**src/rtl/rusi_pkg.sv**
```systemverilog
package rusi_pkg;

    localparam int COORD_W = 24;
    localparam int DIST_W  = 32;
    localparam int TOL_W   = 16;
    localparam int PROD_W  = 48;
    localparam int A_W     = 49;
    localparam int H_W     = 50;
    localparam int HALF_LO = 25;
    localparam int HALF_HI = 24;
    localparam int WIDE_W  = 98;
    localparam int D_W     = 80;
    localparam int S_W     = 40;
    localparam int REM_W   = 43;
    localparam int NUM_W   = 52;
    localparam int DREM_W  = 50;
    localparam int Q_W     = 32;

    localparam logic [TOL_W-1:0] TOL_RESET = 16'd66;
    localparam logic             TOL_INDEX = 1'b0;

    typedef struct packed {
        logic signed [COORD_W-1:0] origin_x;
        logic signed [COORD_W-1:0] origin_y;
        logic signed [COORD_W-1:0] origin_z;
        logic signed [COORD_W-1:0] dir_x;
        logic signed [COORD_W-1:0] dir_y;
        logic signed [COORD_W-1:0] dir_z;
        logic [DIST_W-1:0]         nearest_distance;
    } in_item_t;

    typedef struct packed {
        logic              hit;
        logic [DIST_W-1:0] distance;
    } out_item_t;

    typedef struct packed {
        logic                    ok;
        logic                    sat;
        logic [A_W-1:0]          a;
        logic signed [H_W-1:0]   h;
        logic [DIST_W-1:0]       nearest;
    } side_t;

endpackage

```
**src/rtl/rusi_div_cell.sv**
```systemverilog
module rusi_div_cell
(
    input  logic                        clk,
    input  logic                        rst_n,
    input  logic                        en,
    input  logic                        in_valid,
    input  rusi_pkg::side_t             in_side,
    input  logic [rusi_pkg::DREM_W-1:0] in_rem,
    input  logic [rusi_pkg::Q_W-1:0]    in_q,
    input  logic [rusi_pkg::Q_W-1:0]    in_x,
    output logic                        out_valid,
    output rusi_pkg::side_t             out_side,
    output logic [rusi_pkg::DREM_W-1:0] out_rem,
    output logic [rusi_pkg::Q_W-1:0]    out_q,
    output logic [rusi_pkg::Q_W-1:0]    out_x
);

    logic [rusi_pkg::DREM_W-1:0] rem_sh;
    logic [rusi_pkg::DREM_W-1:0] divisor;
    logic                        ge;
    logic                        valid_reg;
    rusi_pkg::side_t             side_reg;
    logic [rusi_pkg::DREM_W-1:0] rem_reg;
    logic [rusi_pkg::DREM_W-1:0] rem_next;
    logic [rusi_pkg::Q_W-1:0]    q_reg;
    logic [rusi_pkg::Q_W-1:0]    q_next;
    logic [rusi_pkg::Q_W-1:0]    x_reg;
    logic [rusi_pkg::Q_W-1:0]    x_next;

    always_comb
    begin
        rem_sh   = {in_rem[rusi_pkg::DREM_W-2:0], in_x[rusi_pkg::Q_W-1]};
        divisor  = rusi_pkg::DREM_W'(in_side.a);
        ge       = (rem_sh >= divisor);
        rem_next = ge ? (rem_sh - divisor) : rem_sh;
        q_next   = {in_q[rusi_pkg::Q_W-2:0], ge};
        x_next   = {in_x[rusi_pkg::Q_W-2:0], 1'b0};
    end

    always_ff @(posedge clk or negedge rst_n)
    begin
        if (!rst_n)
        begin
            valid_reg <= 1'b0;
        end
        else if (en)
        begin
            valid_reg <= in_valid;
        end
    end

    always_ff @(posedge clk)
    begin
        if (en)
        begin
            side_reg <= in_side;
            rem_reg  <= rem_next;
            q_reg    <= q_next;
            x_reg    <= x_next;
        end
    end

    assign out_valid = valid_reg;
    assign out_side  = side_reg;
    assign out_rem   = rem_reg;
    assign out_q     = q_reg;
    assign out_x     = x_reg;

endmodule

```
**config.mk**
```make
export PLATFORM = sky130hd
export DESIGN_NAME = rusi_div_cell
export DESIGN_NICKNAME = d
export VERILOG_FILES = /design/src/rtl/rusi_pkg.sv /design/src/rtl/rusi_div_cell.sv
export SDC_FILE = /design/constraint.sdc
export NUM_CORES = 1
export LEC_CHECK = 0
export ABC_AREA = 0
export BUFFER_PORTS_ARGS = -buffer_cell sky130_fd_sc_hd__buf_4
export CORE_AREA = 2 2 192 194
export CTS_BUF_LIST = sky130_fd_sc_hd__clkbuf_8
export CTS_CLUSTER_DIAMETER = 200
export CTS_CLUSTER_SIZE = 20
export DETAILED_ROUTE_END_ITERATION = 7
export DIE_AREA = 0 0 194 196
export PLACE_DENSITY = 0.64
export SETUP_SLACK_MARGIN = 0.02
export SYNTH_ARGS = -nofsm -noshare
export SYNTH_HDL_FRONTEND = slang
export SYNTH_SLANG_ARGS = --single-unit
```
**constraint.sdc**
```tcl
create_clock -name clk -period 2.3 [get_ports clk]
set_clock_uncertainty 0.2 [all_clocks]
set_input_delay 0.115 -clock clk [delete_from_list [all_inputs] [get_ports clk]]
set_output_delay 0.115 -clock clk [all_outputs]
set_load 0.01 [all_outputs]
```
==> results of run 1 <==
## power breakdown
group / total (mW) / internal, mW / switching, mW
Combinational: 3.60 / 1.97 / 1.63
Sequential: 5.60 / 5.46 / 0.145
Clock: 2.19 / 0.701 / 1.49
## final cells by class
cell class                      instances  area (um^2)
Fill cell                            3027        15900
Timing Repair Buffer                  979         8250
Sequential cell                       247         7410
Multi-Input combinational cell        503         3400
Tap cell                              468          586
Inverter                               64          258
Clock buffer                           17          234
Clock inverter                          7         38.8
Antenna cell                            2         5.00
## timing repair
| item | CTS | global route |
|---|---|---|
| cloned | 2 | 3 |
| setup buffers | 12 | 6 |
| hold buffers | 231 | 18 |
| endpoints found under the hold margin | 319 | 27 |
| pin swaps | 19 | 10 |
| endpoints found under the setup margin | 51 | 51 |
| resized for setup | 68 | 23 |
## critical path: cells and delay by family
| kind | cells | cell delay [ns] |
|---|---|---|
| AO/OA/AOI/OAI | 7 | 1.17 |
| adder cells (fa/ha/maj) | 2 | 0.46 |
| buffers and inverters | 8 | 0.81 |
| multiplexers | 1 | 0.29 |
## layer usage
layer / wire length, um / GRT usage [%]
met5: 23 / 0
met4: 1990 / 8.87
met3: 2930 / 5.31
met2: 23200 / 40.5
met1: 18000 / 27.6
## sequential cells by signal, indices dropped and copies added, names as in the netlist
signal and cells:
out_q 32, out_side 133, out_rem 50, out_x 31, out_valid 1
## path summary, 6_finish.rpt
kind	startpoint	end	slack, ns	depth (start not counted)
max	in_x[31]	out_rem[40]$_DFFE_PP_	-0.41	18
min	in_side[82]	out_side[82]$_DFFE_PP_	-0.46	1
max reg2reg	out_valid$_DFFE_PN0P_	out_valid$_DFFE_PN0P_	0.77	2
min reg2reg	out_valid$_DFFE_PN0P_	out_valid$_DFFE_PN0P_	0.90	2
max in group asynchronous	rst_n	out_valid$_DFFE_PN0P_	1.60	3
min in group asynchronous	rst_n	out_valid$_DFFE_PN0P_	0.19	3
## through the flow
step                      cell area, um^2  TNS (ns)
after floorplan                     11100    -29.45
after global placement              17000    -47.89
after detailed placement            17000    -51.59
after CTS                           19900    -17.43
after global routing                20200    -19.46
final                               20200    -15.90
## Yosys cell counts (4+ instances only)
cell / count
sky130_fd_sc_hd__a211oi_1: 5
sky130_fd_sc_hd__a21o_1: 26
sky130_fd_sc_hd__a21oi_1: 62
sky130_fd_sc_hd__and3_1: 5
sky130_fd_sc_hd__buf_2: 7
sky130_fd_sc_hd__buf_4: 4
sky130_fd_sc_hd__clkbuf_1: 17
sky130_fd_sc_hd__edfxtp_1: 246
sky130_fd_sc_hd__ha_1: 49
sky130_fd_sc_hd__inv_1: 63
sky130_fd_sc_hd__mux2_2: 8
sky130_fd_sc_hd__nand2_1: 91
sky130_fd_sc_hd__nand2b_1: 4
sky130_fd_sc_hd__nand3_1: 13
sky130_fd_sc_hd__nand4_1: 18
sky130_fd_sc_hd__nor2_1: 36
sky130_fd_sc_hd__nor3_1: 8
sky130_fd_sc_hd__o211ai_1: 8
sky130_fd_sc_hd__o21ai_0: 75
sky130_fd_sc_hd__o21bai_1: 9
sky130_fd_sc_hd__xnor2_1: 22
sky130_fd_sc_hd__xor2_1: 21
## logic make-up after synthesis
family,count (synthesis),share of synthesized area [%]
compound gates,211,11.8
other cells,1,0.0339
buf+inv,93,3.44
fa+ha+maj,50,5.73
simple gates,189,7.68
xor+xnor,43,3.41
flops,247,67.0
mux,9,0.905
==> results, run 1 <==
- The fraction of the core area covered by cells at the end of the flow is 55.9%.
- No sink is reached through more buffers than the 3 on the longest clock path.
- In this run the number of H-tree levels came out at 1.
- Once detail routing completed, the nets flagged for antenna violations numbered 0.
- The area of the die is 38000 um^2.
- The tool flagged a number of max-cap violations equal to 0.
- At the end of the flow, the number of nets in the layout was 2112.
- The maximum number of pins on one net before global-route repair is 63.
- The type of the tightest min-delay check is input pin to register.
- The proportion of netlist area held by the largest area contributor is 66.8%.
- The biggest fanout along the worst timing path is 6.
- The total power per unit cell area is 564 nW/um^2.
- The iteration-0 DRC count of the detailed router is 545.
- Counting flops with a built-in enable in the synthesized netlist gives 246.
- The ratio of final minimum period to clock period is 118%.
- Setup repair after global routing could not meet its margin everywhere.
- Among all stages on the critical path, the largest delay is contributed by sky130_fd_sc_hd__fa_2.
- For this run, the number of standard cells in the final layout without fillers is 2287.
- The number of clock buffers added by TritonCTS is 16.
- The via count of the first global-routing pass came to 11.1k.
- The placeable core area is 36100 um^2.
- The share of synthesized flip-flops with an asynchronous set or reset is 0.405%.
- The Yosys step of the flow raised 0 warnings.
- The number of nets produced by synthesis is 1144.
- The horizontal die dimension is 194 um.
- In this run the tightest slew margin relative to its limit is 63.2%.
- TritonCTS built the clock tree.
- The maximum clock rate is 369 MHz.
- The maximum vdd ir drop is 0.691 mV.
- Clock-pin slew was measured on the worst setup and hold paths at 0.14 ns.
- Once the floorplan was initialized, standard cells occupied 30.6% of the core.
- The final reports fail on hold timing, setup timing.
- In the layout the commonest cells are 704 x sky130_fd_sc_hd__buf_4, 249 x sky130_fd_sc_hd__dlygate4sd3_1, 246 x sky130_fd_sc_hd__edfxtp_1, 91 x sky130_fd_sc_hd__nand2_1, 67 x sky130_fd_sc_hd__inv_1.
- The leading cell type in the layout, fill and taps excluded is sky130_fd_sc_hd__buf_4.
- For the finished layout, the period the worst path requires is 2.71 ns.
- The worst-case setup margin in the final layout is -0.412 ns.
- The count of cell types in the netlist is 55.
- The number of sinks handled by clock tree synthesis is 247.
- The kind of launch point of the worst setup path is an input pin.
- The final weighted congestion of routability-driven global placement is 0.887.
- The data arrival time of the critical path is 2.86 ns.
- Input and output buffers added on the ports amount to 495.
- The leakage power is 8.94 nW.
- The total placed cells including tap cells is 1994.
- The ratio of routed vias to standard cells is 4.66.
- The share of final-layout standard cells stronger than drive strength 1 is 43.5%.
- Setup violations remaining at the end of the flow were counted as 51.
- The tightest hold path in the finished design has a slack of -0.465 ns.
- In the routed design, unresolved DRC markers number 0.
- The placed wire-length estimate is 33600 um.
- The sequential element share of the synthesized area is 67.0%.
- The setup slack at placement is -1.08 ns.
- The number of antenna violations at the first check in global routing is 4.
- 499 I/O pins were placed.
- The aggregate global-route resource usage is 23.1%.
- The gate count of the mapped netlist is 843.
- A synthesized cell averages 13.1 um^2.
- The source-to-sink clock delay at the later pin of the worst-skew pair is 0.55 ns.
- The run finished, with violations left.
- The dominant cell type by area after synthesis is sky130_fd_sc_hd__edfxtp_1.
- The final max-slew violation count is 0.
- Among all flip-flop cells after synthesis, the most frequent one is sky130_fd_sc_hd__edfxtp_1.
- The detailed-route via count is 10.7k.
- Relative to the synthesized area, the layout overhead comes to 82.6%.
- The delay of the slowest cell on the worst path is 0.34 ns.
- The measured slew at the worst slew-check pin is 0.553 ns.
- The die boundary height is 196 um.
- The number of iterations in the first detailed-routing pass is 5.
- For this block, the routed nets add up to 46100 um of wire.
- The path type of the worst setup path is input pin to register.
- The worst setup path is captured at a register.
- The buffer cell driving the clock tree root is sky130_fd_sc_hd__clkbuf_8.
- The floorplan has 70 rows.
- The critical path goes through buf_12 -> inv_12 -> ha_4 -> inv_2 -> fa_2 -> a21o_1 -> a311o_1 -> a21oi_2 -> o211ai_1 -> buf_4 -> a41oi_2 -> buf_6 -> o31ai_4 -> a31oi_4 -> buf_4 -> buf_12 -> inv_6 -> mux2_4.
- Dividing the detail-routed wire length by the instance count gives 20.2 um.
- The power after layout is 11.4 mW.
- The number of endpoints with negative hold slack in the final report is 14.
- The critical path required time is 2.45 ns.
- The wire length of the first global-routing pass is 67000 um.
- The total of flip-flops plus latches after synthesis is 247.
- The total overflow left after global routing is 0.
- Ranked by total cell area, the synthesized netlist is headed by sky130_fd_sc_hd__edfxtp_1 67%, sky130_fd_sc_hd__ha_1 5.5%, sky130_fd_sc_hd__o21ai_0 3.4%.
- The mapped netlist covers 11100 um^2.
Power figures use the tool's default switching activity.
==> run 2, diff against run 1 <==
--- a/config.mk
+++ b/config.mk
@@ -13,7 +13,7 @@
 export CTS_CLUSTER_SIZE = 20
 export DETAILED_ROUTE_END_ITERATION = 7
 export DIE_AREA = 0 0 194 196
-export PLACE_DENSITY = 0.64
+export PLACE_DENSITY = 0.53
 export SETUP_SLACK_MARGIN = 0.02
 export SYNTH_ARGS = -nofsm -noshare
 export SYNTH_HDL_FRONTEND = slang
==> results, run 2 (same netlist as run 1, synthesis figures left out) <==
- In this run the vertical extent of the chip is 196 um.
- For this block, the routed nets add up to 45700 um of wire.
- The count of input and output buffers is 495.
- The number of top-level design ports is 499.
- The number of buffers added by the clock tree synthesis step is 16.
- For this run, the top clock speed supported by timing is 377 MHz.
- The H-tree level count is 1.
- The part of the total power dissipated in combinational logic is 31.8%.
- The measured slew at the worst slew-check pin is 0.500 ns.
- The part of the total power dissipated in the clock network is 19.2%.
- The detail route stage leaves a number of antenna-violating nets equal to 0.
- The critical path goes through buf_12 -> inv_12 -> ha_4 -> inv_2 -> fa_2 -> a21o_1 -> a311o_1 -> a21oi_2 -> o211ai_1 -> a41oi_2 -> buf_4 -> o31ai_4 -> a31oi_4 -> buf_6 -> buf_8 -> mux2_4.
- In the final layout, the share of cells above drive strength 1 is 44.4%.
- The signed area change from the synthesized netlist to the final layout is 84.7%.
- The die covers 38000 um^2.
- Summed over all nets, the half-perimeter wirelength after detailed placement is 33300 um.
- The slack of the worst reg-to-reg path is 0.79 ns.
- The flip-flop count of the largest register after layout is 133.
- The cell area reported after detailed placement is 16900 um^2.
- The kind of launch point of the worst setup path is an input pin.
- The horizontal die dimension is 194 um.
- The number of endpoints with negative hold slack in the final report is 13.
- The worst hold path belongs to the class input pin to register.
- The final weighted congestion of routability-driven global placement is 0.858.
- The number of sinks handled by clock tree synthesis is 247.
- The setup slack at placement is -1.14 ns.
- The hold-critical path depth is 1.
- The layout filler cell count is 3103.
- In this run the standard cell core region covers 36100 um^2.
- The critical-path cell with the highest stage delay is sky130_fd_sc_hd__fa_2.
- The worst pin sits at a relative slew slack of 66.3%.
- IR analysis of the VDD net gives a maximum drop of 0.514 mV.
- The run finished, with violations left.
- The worst setup path is captured at a register.
- The via count of the first global-routing pass was 11.0k.
- The wire length of the first global-routing pass is 66800 um.
- The final max-slew violation count is 0.
- The final hold slack is -0.473 ns.
- The biggest fanout along the worst timing path is 6.
- At the later pin of the worst-skew pair, clock insertion delay measures 0.54 ns.
- The delay of the slowest cell on the worst path is 0.33 ns.
- After the first detailed-routing iteration, the DRC count stood at 425.
- The total power per unit cell area is 560 nW/um^2.
- Cell internal power was estimated by the tool at 8.16 mW.
- The total global routing overflow is 0.
- The largest delay contributor family on the critical path is compound AO/OA/AOI/OAI gates.
- The initialized floorplan defines 70 standard-cell rows.
- The number of antenna violations at the first check in global routing is 4.
- The first detailed-routing pass took 4 iterations.
- The number of cells traversed by the worst register-to-register path is 2.
- The number of cells on the critical path is 16.
- The CTS tree is yes.
- Net switching is 28.6% of the power.
- Subtracting the final worst setup slack from the clock period gives 2.66 ns.
- In the post-route analysis, the smallest setup slack over all paths is -0.355 ns.
- In this run the deepest clock path goes through 3 buffers.
- Dividing the detail-routed wire length by the instance count gives 19.8 um.
- The starting density of the core is 30.6%.
- The detailed-route via count is 10.5k.
- The aggregate global-route resource usage is 23.0%.
- Setup repair after global routing could not meet its margin everywhere.
- The critical path required time is 2.45 ns.
- The data arrival time of the critical path is 2.80 ns.
- The total placed cells including tap cells is 1989.
- The number of standard cells in the layout, taps in and fillers out is 2303.
- The ratio of routed vias to standard cells is 4.55.
- The checks that failed: hold timing, setup timing.
- The setup path with the least slack is of type input pin to register.
- The beginning of the worst hold path is in_side[82].
- Dividing the final minimum period by the clock period gives 115%.
- The buffer cell driving the clock tree root is sky130_fd_sc_hd__clkbuf_8.
- The net count of the finished layout is 2127.
- In this run the static leakage power is 9.01 nW.
- Counting both buffers and inverters, the worst setup path holds a total of 6.
- In this run the critical register-to-register path is launched from out_valid$_DFFE_PN0P_.
- The top cell types in the final layout, fill and taps aside, are 700 x sky130_fd_sc_hd__buf_4, 270 x sky130_fd_sc_hd__dlygate4sd3_1, 246 x sky130_fd_sc_hd__edfxtp_1, 85 x sky130_fd_sc_hd__nand2_1, 67 x sky130_fd_sc_hd__inv_1.
- The total setup violations reported at the end of the flow is 51.
- Max-cap violations in this run came to 0.
- The post-CTS clock slew at the launch and capture registers of the worst setup and hold paths is 0.14 ns.
- In this run, flip-flops and latches consume 48.9% of the power.
- The leading cell type in the layout, fill and taps excluded is sky130_fd_sc_hd__buf_4.
- The critical path startpoint is in_x[31].
- In the routed design, unresolved DRC markers number 0.
- Entering global routing, the biggest net connects 57 pins.
- With fillers left out, the area of the finished cells amounts to 20400 um^2.
- The power spent charging and discharging nets is 3.27 mW.
==> run 2: path summary, 6_finish.rpt <==
path | end
worst min-delay path | out_side[82]$_DFFE_PP_
worst max register to register | out_valid$_DFFE_PN0P_
min in group asynchronous | out_valid$_DFFE_PN0P_
worst max-delay path | out_rem[36]$_DFFE_PP_
worst min register to register | out_valid$_DFFE_PN0P_
max in group asynchronous | out_valid$_DFFE_PN0P_
==> run 2: timing repair <==
item,in CTS,in global routing
pin swaps,26,14
hold buffers,257,13
setup buffers,13,4
hold endpoints to repair,376,26
resized for setup,70,48
endpoints found under the setup margin,51,51
gates cloned,2,2
==> run 2: area by class of cell <==
class,count,area [um^2],share of cell area [%]
inverter,64,253,1.24
antenna,3,7.51,0.0368
timing repair buffer,994,8370,41.0
clock inverter,7,38.8,0.190
multi-input combinational,503,3520,17.3
sequential,247,7410,36.3
tap,468,586,2.87
clock buffer,17,234,1.15
==> run 2: per-stage QoR <==
step	util, %	hold slack [ns]	total power, mW	TNS, ns
floorplan	-	-0.381	6.78	-29.45
global placement	46.9	-0.309	8.69	-51.08
detailed placement	46.9	-0.307	8.70	-53.67
CTS	55.5	-0.542	11.4	-15.62
global route	56.6	-0.523	12.0	-18.10
finish	56.6	-0.473	11.4	-13.54
==> run 2: power by group through the flow <==
stage | combinational [mW] | clock, mW | sequential, mW
floorplan | 0.865 | 0 | 5.91
global placement | 2.99 | 0 | 5.69
detailed placement | 3.01 | 0 | 5.69
CTS | 3.52 | 2.33 | 5.59
global route | 3.90 | 2.44 | 5.64
finish | 3.64 | 2.20 | 5.60
==> run 2: layer usage <==
layer | global-route usage [%] | part of all wire, % | up-vias
met3 | 5.69 | 6.3 | 55
met2 | 40.9 | 51 | 357
met5 | 0 | 0.022 | -
met4 | 7.10 | 3.4 | 2
met1 | 27.4 | 40 | 5004
li1 | - | - | 5072
