===== config.mk =====
export PLATFORM = sky130hd
export DESIGN_NAME = rusi_sqrt_cell
export DESIGN_NICKNAME = d
export VERILOG_FILES = /design/src/rtl/rusi_pkg.sv /design/src/rtl/rusi_sqrt_cell.sv
export SDC_FILE = /design/constraint.sdc
export NUM_CORES = 1
export LEC_CHECK = 0
export BUFFER_PORTS_ARGS = -buffer_cell sky130_fd_sc_hd__buf_2
export CAP_MARGIN = 10
export CORE_AREA = 2 2 232 234
export CTS_CLUSTER_DIAMETER = 40
export DETAILED_ROUTE_END_ITERATION = 8
export DIE_AREA = 0 0 234 236
export PLACE_DENSITY = 0.51
export SYNTH_ARGS = -nofsm -noshare
export SYNTH_HDL_FRONTEND = slang
export SYNTH_SLANG_ARGS = --single-unit

===== constraint.sdc =====
create_clock -name clk -period 1.73 [get_ports clk]
set_clock_uncertainty 0.2 [all_clocks]
set_input_delay 0.173 -clock clk [delete_from_list [all_inputs] [get_ports clk]]
set_output_delay 0.173 -clock clk [all_outputs]
set_load 0.05 [all_outputs]

===== src/rtl/rusi_pkg.sv =====
package rusi_pkg;

    localparam int COORD_W = 24;
    localparam int DIST_W  = 32;
    localparam int TOL_W   = 16;
    localparam int PROD_W  = 48;
    localparam int A_W     = 49;
    localparam int H_W     = 50;
    localparam int HALF_LO = 25;
    localparam int HALF_HI = 24;
    localparam int WIDE_W  = 98;
    localparam int D_W     = 80;
    localparam int S_W     = 40;
    localparam int REM_W   = 43;
    localparam int NUM_W   = 52;
    localparam int DREM_W  = 50;
    localparam int Q_W     = 32;

    localparam logic [TOL_W-1:0] TOL_RESET = 16'd66;
    localparam logic             TOL_INDEX = 1'b0;

    typedef struct packed {
        logic signed [COORD_W-1:0] origin_x;
        logic signed [COORD_W-1:0] origin_y;
        logic signed [COORD_W-1:0] origin_z;
        logic signed [COORD_W-1:0] dir_x;
        logic signed [COORD_W-1:0] dir_y;
        logic signed [COORD_W-1:0] dir_z;
        logic [DIST_W-1:0]         nearest_distance;
    } in_item_t;

    typedef struct packed {
        logic              hit;
        logic [DIST_W-1:0] distance;
    } out_item_t;

    typedef struct packed {
        logic                    ok;
        logic                    sat;
        logic [A_W-1:0]          a;
        logic signed [H_W-1:0]   h;
        logic [DIST_W-1:0]       nearest;
    } side_t;

endpackage


===== src/rtl/rusi_sqrt_cell.sv =====
module rusi_sqrt_cell
(
    input  logic                       clk,
    input  logic                       rst_n,
    input  logic                       en,
    input  logic                       in_valid,
    input  rusi_pkg::side_t            in_side,
    input  logic [rusi_pkg::REM_W-1:0] in_rem,
    input  logic [rusi_pkg::S_W-1:0]   in_root,
    input  logic [rusi_pkg::D_W-1:0]   in_rad,
    output logic                       out_valid,
    output rusi_pkg::side_t            out_side,
    output logic [rusi_pkg::REM_W-1:0] out_rem,
    output logic [rusi_pkg::S_W-1:0]   out_root,
    output logic [rusi_pkg::D_W-1:0]   out_rad
);

    logic [rusi_pkg::REM_W-1:0] rem_sh;
    logic [rusi_pkg::REM_W-1:0] trial;
    logic                       ge;
    logic [rusi_pkg::REM_W-1:0] rem_next;
    logic [rusi_pkg::S_W-1:0]   root_next;
    logic [rusi_pkg::D_W-1:0]   rad_next;
    logic                       valid_reg;
    rusi_pkg::side_t            side_reg;
    logic [rusi_pkg::REM_W-1:0] rem_reg;
    logic [rusi_pkg::S_W-1:0]   root_reg;
    logic [rusi_pkg::D_W-1:0]   rad_reg;

    always_comb
    begin
        rem_sh    = {in_rem[rusi_pkg::REM_W-3:0], in_rad[rusi_pkg::D_W-1:rusi_pkg::D_W-2]};
        trial     = {1'b0, in_root, 2'b01};
        ge        = (rem_sh >= trial);
        rem_next  = ge ? (rem_sh - trial) : rem_sh;
        root_next = {in_root[rusi_pkg::S_W-2:0], ge};
        rad_next  = {in_rad[rusi_pkg::D_W-3:0], 2'b00};
    end

    always_ff @(posedge clk or negedge rst_n)
    begin
        if (!rst_n)
        begin
            valid_reg <= 1'b0;
        end
        else if (en)
        begin
            valid_reg <= in_valid;
        end
    end

    always_ff @(posedge clk)
    begin
        if (en)
        begin
            side_reg <= in_side;
            rem_reg  <= rem_next;
            root_reg <= root_next;
            rad_reg  <= rad_next;
        end
    end

    assign out_valid = valid_reg;
    assign out_side  = side_reg;
    assign out_rem   = rem_reg;
    assign out_root  = root_reg;
    assign out_rad   = rad_reg;

endmodule


==> results of run 1 <==
## where the power goes
group	internal [mW]	total, mW	leakage [nW]	switching [mW]
combinational	2.32	6.50	6.17	4.18
sequential	8.64	8.83	2.89	0.186
clock	6.74	10.8	0.896	4.03
total	17.7	26.1	9.95	8.39
## metrics by stage
| stage | setup TNS (ps) | area, sq um | util | power (mW) | instances |
|---|---|---|---|---|---|
| 6_report | -21830 | 23000 | 0.433 | 26.1 | 2638 |
| 5_1_grt | -24660 | 23000 | 0.433 | 27.1 | 2634 |
| 4_1_cts | -20440 | 22700 | 0.428 | 26.3 | 2616 |
| 3_5_place_dp | -49780 | 17100 | 0.323 | 14.5 | 2193 |
| 3_3_place_gp | -48810 | 17100 | 0.323 | 14.5 | 2193 |
| 2_1_floorplan | -35190 | 12100 | - | 12.3 | 761 |
## routing by layer
metal  up-vias  wire [um]  global-route usage
li1       5155          -                   -
met1      5307      20500               0.205
met2       444      27400               0.336
met3       133       4190              0.0595
met4        22       2980              0.0980
met5         -        148                   0
## path summary, 6_finish.rpt
path	end	depth (start not counted)	startpoint	slack, ps
worst max-delay path	out_rem[22]$_DFFE_PP_	15	in_root[1]	-570
worst min-delay path	out_rem[9]$_DFFE_PP_	2	in_rem[7]	-310
worst max register to register	out_valid$_DFFE_PN0P_	1	out_valid$_DFFE_PN0P_	790
worst min register to register	out_valid$_DFFE_PN0P_	1	out_valid$_DFFE_PN0P_	300
max in group asynchronous	out_valid$_DFFE_PN0P_	3	rst_n	960
min in group asynchronous	out_valid$_DFFE_PN0P_	3	rst_n	270
## layout by cell type, fill, tap and decap left out, types with 20 or more instances in the layout
cell type	synthesis	routed
buf_2	8	578
dlygate4sd3_1	0	297
edfxtp_1	294	294
buf_4	3	179
a21oi_1	74	57
clkbuf_16	0	57
inv_1	52	42
nand2_1	26	25
xnor2_1	25	24
ha_1	42	21
nor2_1	46	20
ha_4	0	20
## cell families (layout without fill, tap and decap cells)
kind of cell / after synthesis / in the layout / synth area share
other cells: 1 / 12 / 0.000315
fa+ha+maj: 42 / 42 / 0.0442
buf+inv: 78 / 1249 / 0.0289
compound gates: 160 / 160 / 0.0877
mux: 12 / 12 / 0.0113
xor+xnor: 41 / 41 / 0.0302
flops: 295 / 295 / 0.745
simple gates: 131 / 131 / 0.0528
## flip-flops by register name, indices dropped and copies added, names as in the netlist
name / count
out_valid: 1
out_rad: 78
out_side: 133
out_rem: 43
out_root: 40
## synthesized netlist by cell type (4+ instances only)
master	count	area, sq um
and2_1	8	50.1
ha_1	42	526
a21o_1	15	113
mux2_1	10	113
buf_6	4	45.0
inv_1	52	195
o21a_1	6	45.0
nor2_1	46	173
o21ai_0	21	105
a31oi_1	4	25.0
nand2_1	26	97.6
clkbuf_1	11	41.3
xnor2_1	25	219
nand3_1	11	55.1
o21bai_1	6	45.0
edfxtp_1	294	8830
nor2b_1	4	25.0
a21oi_1	74	370
a21boi_0	4	30.0
buf_2	8	40.0
nor3_1	8	40.0
nand4_1	13	81.3
xor2_1	16	140
## repair_timing
item	in CTS	in global routing
hold endpoints to repair	506	6
buffers inserted	24	9
cloned	4	0
hold buffers	292	5
pin swaps	30	22
setup endpoints to repair	45	44
resized for setup	126	36
## cell type report
cell class                 count  area (sq um)
inverter                      52           215
antenna                       10          25.0
multi-input combinational    388          3400
fill                        4905         30100
timing repair buffer        1091          7780
tap                          696           871
clock buffer                  64          1460
clock inverter                42           393
sequential                   295          8850
==> run metrics, run 1 <==
post-route minimum period approximately 2300 ps; Mapped Area approximately 0.012 sq mm; RSZ-0062 raised after global routing yes; CP peak stage delay 270 ps; final hold slack -306 ps; critical path, cell by cell buf_8, inv_12, ha_4, o21a_4, a2bb2oi_2, a21oi_2, o211ai_4, a31oi_4, o31ai_4, a21o_4, buf_12, buf_12, buf_6, nor2_4, a21oi_2; 1st-iter DRT viols between 400 and 500; Num Clock Sinks slightly below 300; Vias/cell ~4.2; pre-CTS WS -1330 ps; Clock Root Buffer clkbuf_16; # port buffers ~600; worst vdd ir around 0.89 mV; Final nets ~2200; remaining antenna violation count after routing 0; cts bufs inserted 57; Routed WL per cell 20.9 um; maximum buffer depth of the clock tree 3; CTS tree done; Critical Path End Type flop; WP data arrival 2430 ps; Power per Cell Area roughly 1100 mW/mm^2; Yosys reg bits roughly 300; failing checks negative hold slack, negative setup slack; clock latency on the worst-skew pair around 570 ps; status finished with violations; worst path bufs/invs 5; # DRC 0; die height around 240 um; final setup violation count 44; initial antenna violation count 24; Final Max Slew Viols 0; core area 0.0531 sq mm; grt ovf 0; fmax 434 MHz; Routability Congestion 0.866; Mapped Cells 760; # IOs 597; Top delay family on crit path compound AO/OA/AOI/OAI gates; worst min-delay path category input pin to flop; FP Rows 85; Leak Pwr approximately 10 nW; Crit path required time 1850 ps; Fin. Hold Viols 1; Initial Util 0.224; largest net degree at the start of global routing between 50 and 60; class of the most critical setup path input pin to flop; final worst slack -574 ps; die area 0.0552 sq mm; layout cell share with drive strength beyond 1 0.526; DRT Pass-1 Iters 5; ys flop type edfxtp_1; Synth cell types between 50 and 60; mean area per synthesized cell 15.6 sq um; Layout area overhead 93.5%; via count about 11000; Synth Warn # 0; register area share after synthesis 0.745; CTS clk-pin slew, worst paths around 50 ps; crit share post-route 1.33; Setup crit start kind input pin; DP HPWL roughly 40000 um; die width around 230 um; worst-path fanout max 8; Max Cap Viol 0; critical path's slowest cell a21o_4; Post-synth ARST share 0.00339; Post-synth EDFFs around 300; global-route wire length before repair roughly 77000 um; vias in the first global route around 12000; H-Tree Depth 2; final WL ~55000 um; GR Util All Layers 0.191
(Power assumes the default switching activity.)
==> run 2, diff against run 1 <==
--- a/config.mk
+++ b/config.mk
@@ -12,6 +12,7 @@
 export DETAILED_ROUTE_END_ITERATION = 8
 export DIE_AREA = 0 0 234 236
 export PLACE_DENSITY = 0.51
+export SETUP_SLACK_MARGIN = 0.02
 export SYNTH_ARGS = -nofsm -noshare
 export SYNTH_HDL_FRONTEND = slang
 export SYNTH_SLANG_ARGS = --single-unit
==> run 2 against run 1 <==
Effect of this change:
- the flow still finishes with violations (negative hold slack, negative setup slack)
- total power barely moved
- critical path depth fell by 3
- first-iteration DRC count fell by 3.2%
- sequential cell count did not move
- routed wire length barely moved
==> run metrics, run 2 (same netlist as run 1, synthesis figures left out) <==
failing checks negative hold slack, negative setup slack; DRT Pass-1 Iters 5 (unchanged); grt ovf 0 (unchanged); core area 0.0531 sq mm (unchanged); Final Max Slew Viols 0 (unchanged); worst vdd ir 0.891 mV (+0.20%); CP peak stage delay 330 ps (+60 ps); global-route wire length before repair 76700 um (about the same); Layout area overhead 93.5% (about the same); multi-input combinational cell area 0.00340 sq mm (-0.11%); Power per Cell Area 1130 mW/mm^2 (about the same); largest net degree at the start of global routing 57 (unchanged); final hold slack -306 ps (-0.204 ps); 1st-iter DRT viols 422 (-3.2%); Initial Util 0.224 (unchanged); CTS tree done; placed cell area 0.0171 sq mm (unchanged); Fin. Hold Viols 1 (unchanged); worst min-delay path category input pin to flop; remaining antenna violation count after routing 0 (unchanged); Fillers 4898 (-0.14%); register area 0.00885 sq mm (unchanged); vias in the first global route 11722 (-0.0085%); CTS clk-pin slew, worst paths 50 ps (about the same); Leak Pwr 9.95 nW (about the same); Crit path required time 1840 ps (about the same); Tot Pwr 26.1 mW (about the same); Vias/cell 4.20 (+0.17%); cts bufs inserted 57 (unchanged); die area 0.0552 sq mm (unchanged); critical path's slowest cell o311a_1; die width 234 um (unchanged); # DRC 0 (unchanged); crit share post-route 1.34 (+0.00487); fmax 432 MHz (-0.36%); final setup violation count 44 (unchanged); DP HPWL 40900 um (unchanged); commonest non-fill, non-tap cell in the layout buf_2; final worst slack -583 ps (-8.43 ps); GR Util All Layers 0.191 (unchanged); FP Rows 85 (unchanged); most frequent cells in the layout buf_2 (572), dlygate4sd3_1 (297), edfxtp_1 (294), buf_4 (182); post-route minimum period 2310 ps (+8.43 ps); RSZ-0062 raised after global routing yes; H-Tree Depth 2 (unchanged); fin area 0.0230 sq mm (about the same); Routability Congestion 0.866 (unchanged); layout cell share with drive strength beyond 1 0.526 (about the same); # port buffers 592 (unchanged); Setup crit start kind input pin; r2r setup slk 790 ps (about the same); # IOs 597 (unchanged); Num Clock Sinks 295 (unchanged); Final nets 2226 (-0.045%); class of the most critical setup path input pin to flop; Max Cap Viol 0 (unchanged); worst-path fanout max 7 (-1); via count 11076 (+0.14%); Core Util, Final 0.434 (about the same); max FFs per register 133 (unchanged); maximum buffer depth of the clock tree 3 (unchanged); status finished with violations; initial antenna violation count 24 (unchanged); final WL 55200 um (about the same); Critical Path End Type flop; Clock Root Buffer clkbuf_16; Routed WL per cell 20.9 um (about the same); clock latency on the worst-skew pair 570 ps (about the same); die height 236 um (unchanged); critical path, cell by cell buf_2, inv_1, ha_4, and4_4, nand4_1, o211ai_1, o31ai_4, a21oi_4, a211oi_2, buf_4, o311a_1, xor2_1; WP data arrival 2430 ps (about the same)
## run 2: area by class of cell
| cell class | count | area share |
|---|---|---|
| clock inverters | 42 | 0.0171 |
| repair buffers | 1090 | 0.339 |
| multi-input cells | 388 | 0.148 |
| inverters | 52 | 0.00935 |
| clock buffers | 64 | 0.0636 |
| well taps | 696 | 0.0379 |
| flip-flops and latches | 295 | 0.385 |
| diodes | 10 | 0.00109 |
## run 2: report_power, final
part / internal (mW) / total, mW / switching (mW)
clock network: 6.74 / 10.8 / 4.03
logic: 2.33 / 6.50 / 4.17
registers: 8.64 / 8.83 / 0.186
## run 2: path summary, 6_finish.rpt
check                                       from                    end  cells after the start
min in group asynchronous                  rst_n  out_valid$_DFFE_PN0P_                      3
max in group asynchronous                  rst_n  out_valid$_DFFE_PN0P_                      3
max reg2reg                out_valid$_DFFE_PN0P_  out_valid$_DFFE_PN0P_                      1
min reg2reg                out_valid$_DFFE_PN0P_  out_valid$_DFFE_PN0P_                      1
max                                  in_root[10]  out_rem[42]$_DFFE_PP_                     12
min                                    in_rem[7]   out_rem[9]$_DFFE_PP_                      2
## run 2: worst max-delay path: cells and delay by family
| kind | cells | cell delay, ps |
|---|---|---|
| AOI/OAI and AO/OA | 5 | 1080 |
| adders and majority gates | 1 | 300 |
| xor gates and xnor gates | 1 | 170 |
| buffers and inverters | 3 | 330 |
| and+or+nand+nor | 2 | 350 |
## run 2: metrics by stage
stage | worst slack [ps] | std cells | TNS [ps]
floorplan | -881 | 761 | -35190
global placement | -1360 | 2193 | -48810
detailed placement | -1330 | 2193 | -49780
CTS | -535 | 2616 | -20440
global route | -622 | 2633 | -24600
finish | -583 | 2637 | -21010
## run 2: timing repair
item                                   4_1_cts  5_1_grt
setup buffers                               24        7
endpoints found under the hold margin      506        6
resized for setup                          130       37
setup endpoints to repair                   49       45
hold buffers                               292        5
cloned                                       4        0
pin swaps                                   30       22
## run 2: routing by layer
layer / wire length, um / vias to the layer above / global-route usage
met3: 4250 / 133 / 0.0595
met5: 148 / - / 0
met2: 27400 / 457 / 0.336
li1: - / 5161 / -
met4: 2970 / 22 / 0.0980
met1: 20400 / 5303 / 0.205
==> run 3, diff against run 2 <==
--- a/config.mk
+++ b/config.mk
@@ -7,10 +7,10 @@
 export LEC_CHECK = 0
 export BUFFER_PORTS_ARGS = -buffer_cell sky130_fd_sc_hd__buf_2
 export CAP_MARGIN = 10
-export CORE_AREA = 2 2 232 234
+export CORE_AREA = 3 3 233 235
 export CTS_CLUSTER_DIAMETER = 40
 export DETAILED_ROUTE_END_ITERATION = 8
-export DIE_AREA = 0 0 234 236
+export DIE_AREA = 0 0 236 238
 export PLACE_DENSITY = 0.51
 export SETUP_SLACK_MARGIN = 0.02
 export SYNTH_ARGS = -nofsm -noshare
==> run 3 against run 2 <==
Effect of this change:
- the flow finishes with violations (negative setup slack)
- clock power is 6% higher
- via count is 1.2% higher
- die area is 1.7% higher
- routed wire length is 4.8% higher
- core utilization is 1.4 points higher
- critical path depth is 4 higher
- sequential share of layout area is 0.74 points lower
- final area is 2.0% higher
- combinational power is 3% higher
- sequential cell count stayed put
- critical path type unchanged
- critical endpoint is now out_rem[27]$_DFFE_PP_
- highest routed layer unchanged
==> run metrics, run 3 (same netlist as run 1, synthesis figures left out) <==
worst path bufs/invs 6 (+3); fin area 0.0235 sq mm (+2.0%); vias in the first global route 11973 (+2.1%); max FFs per register 133 (unchanged); # IOs 597 (unchanged); DP HPWL 42500 um (+4.1%); Layout area overhead 97.3%; class of the most critical setup path input pin to flop; Tot Pwr 27.0 mW (+3.4%); Fillers 4817 (-1.7%); commonest non-fill, non-tap cell in the layout buf_2; Clk pwr share 0.425 (+0.012); Final Max Slew Viols 0 (unchanged); worst-path fanout max 6 (-1); worst min-delay path category input pin to flop; final hold slack 13.2 ps (+319 ps); core area 0.0524 sq mm (-1.2%); final setup violation count 45 (+2.3%); crit share post-route 1.31 (-0.0288); initial antenna violation count 8 (-67%); most frequent cells in the layout buf_2 (573), dlygate4sd3_1 (303), edfxtp_1 (294), buf_4 (178), clkbuf_16 (56); cts bufs inserted 55 (-3.5%); Fin. Hold Viols 0 (-1); Setup crit start kind input pin; Final nets 2235 (+0.40%); FP Rows 84 (-1.2%); global-route wire length before repair 81700 um (+6.5%); Clock Root Buffer clkbuf_16; clock latency on the worst-skew pair 590 ps (+20 ps); Critical Path End Type flop; placed cell area 0.0172 sq mm (+0.34%); Switching Share 0.318 (-0.00344); Vias/cell 4.26 (+1.5%); r2r setup slk 220 ps (-570 ps); fmax 442 MHz (+2.2%); maximum buffer depth of the clock tree 3 (unchanged); final WL 57900 um (+4.8%); final worst slack -533 ps (+49.9 ps); Crit path required time 1870 ps (+30 ps); H-Tree Depth 2 (unchanged); combinational share of power 0.247 (-0.002); # port buffers 592 (unchanged); status finished with violations; die area 0.0562 sq mm (+1.7%); # DRC 0 (unchanged); Num Clock Sinks 295 (unchanged); critical path, cell by cell buf_2, inv_1, ha_4, nand4_1, nor2_1, buf_4, nand4_1, nor4_2, a2111oi_2, o21ai_1, a21o_4, buf_6, buf_16, buf_8, nor2_4, a21oi_2; largest net degree at the start of global routing 53 (-7.0%); Initial Util 0.227 (+0.00267); CTS clk-pin slew, worst paths 50 ps (about the same); CP peak stage delay 290 ps (-40 ps); post-route minimum period 2260 ps (-49.9 ps); Core Util, Final 0.447 (+0.0137); Critical Path Most Common Cell nand4_1; Power per Cell Area 1150 mW/mm^2 (+1.5%); via count 11209 (+1.2%); failing checks negative setup slack; RSZ-0062 raised after global routing yes; CTS tree done; Int Power 18.4 mW (+4.0%); 1st-iter DRT viols 580 (+37%); remaining antenna violation count after routing 0 (unchanged); Leak Pwr 10.1 nW (+1.5%); grt ovf 0 (unchanged); Routability Congestion 0.877 (+1.4%); worst vdd ir 0.940 mV (+5.5%); Top delay family on crit path buffers and inverters; critical path's slowest cell a2111oi_2; Max Cap Viol 0 (unchanged); die width 236 um (+0.85%); WP data arrival 2400 ps (-30 ps); sequential fraction of design power 0.327 (-0.011); die height 238 um (+0.85%); GR Util All Layers 0.196 (+0.00457); NetSw 8.59 mW (+2.3%); layout cell share with drive strength beyond 1 0.540 (+0.0143); Routed WL per cell 22.0 um (+5.1%); DRT Pass-1 Iters 5 (unchanged)
run 3: stage by stage:
stage                     instances  worst slack (ps)  setup TNS [ps]
final                          2630              -533          -19810
after global routing           2627              -625          -23690
after CTS                      2613              -468          -16980
after detailed placement       2194             -1340          -50550
after global placement         2194             -1340          -49080
after floorplan                 761              -881          -35190
run 3: worst min-delay path: stages:
cell and delay (ps):
buf_2 110, ha_4 180, xnor2_1 80, a21oi_1 140
run 3: per-layer routing:
| layer | part of all wire | track usage | vias up |
|---|---|---|---|
| met5 | 0.0013 | 0 | - |
| met1 | 0.38 | 0.222 | 5508 |
| li1 | - | - | 5145 |
| met4 | 0.037 | 0.0745 | 12 |
| met2 | 0.51 | 0.348 | 437 |
| met3 | 0.073 | 0.0598 | 107 |
run 3: cell type report:
cell class | count | area [sq um] | area share
timing repair buffer | 1101 | 7940 | 0.338
inverter | 52 | 215 | 0.00917
clock buffer | 60 | 1410 | 0.0599
clock inverter | 43 | 574 | 0.0245
multi-input combinational | 388 | 3600 | 0.154
sequential | 295 | 8850 | 0.377
antenna | 3 | 7.51 | 0.000320
tap | 688 | 861 | 0.0367
run 3: power groups by stage:
stage               logic (mW)  registers [mW]  clock network (mW)
floorplan                 1.10            11.2                   0
global placement          5.52            8.96                   0
detailed placement        5.53            8.95                   0
global route              6.99            8.89                12.1
finish                    6.68            8.83                11.5
CTS                       6.52            8.83                11.7
run 3: repair_timing:
action / 4_1_cts / 5_1_grt
hold endpoints to repair: 446 / 62
endpoints found under the setup margin: 48 / 47
buffers inserted: 14 / 11
pin swaps: 31 / 8
gates resized for setup: 137 / 79
hold buffers: 298 / 7
gates cloned: 4 / 1
run 3: final timing paths:
check	from	to	cells past startpoint
max	in_root[30]	out_rem[27]$_DFFE_PP_	16
min	in_rem[10]	out_rem[12]$_DFFE_PP_	4
min reg2reg	out_valid$_DFFE_PN0P_	out_valid$_DFFE_PN0P_	2
max in group asynchronous	rst_n	out_valid$_DFFE_PN0P_	3
max reg2reg	out_valid$_DFFE_PN0P_	out_valid$_DFFE_PN0P_	2
min in group asynchronous	rst_n	out_valid$_DFFE_PN0P_	3
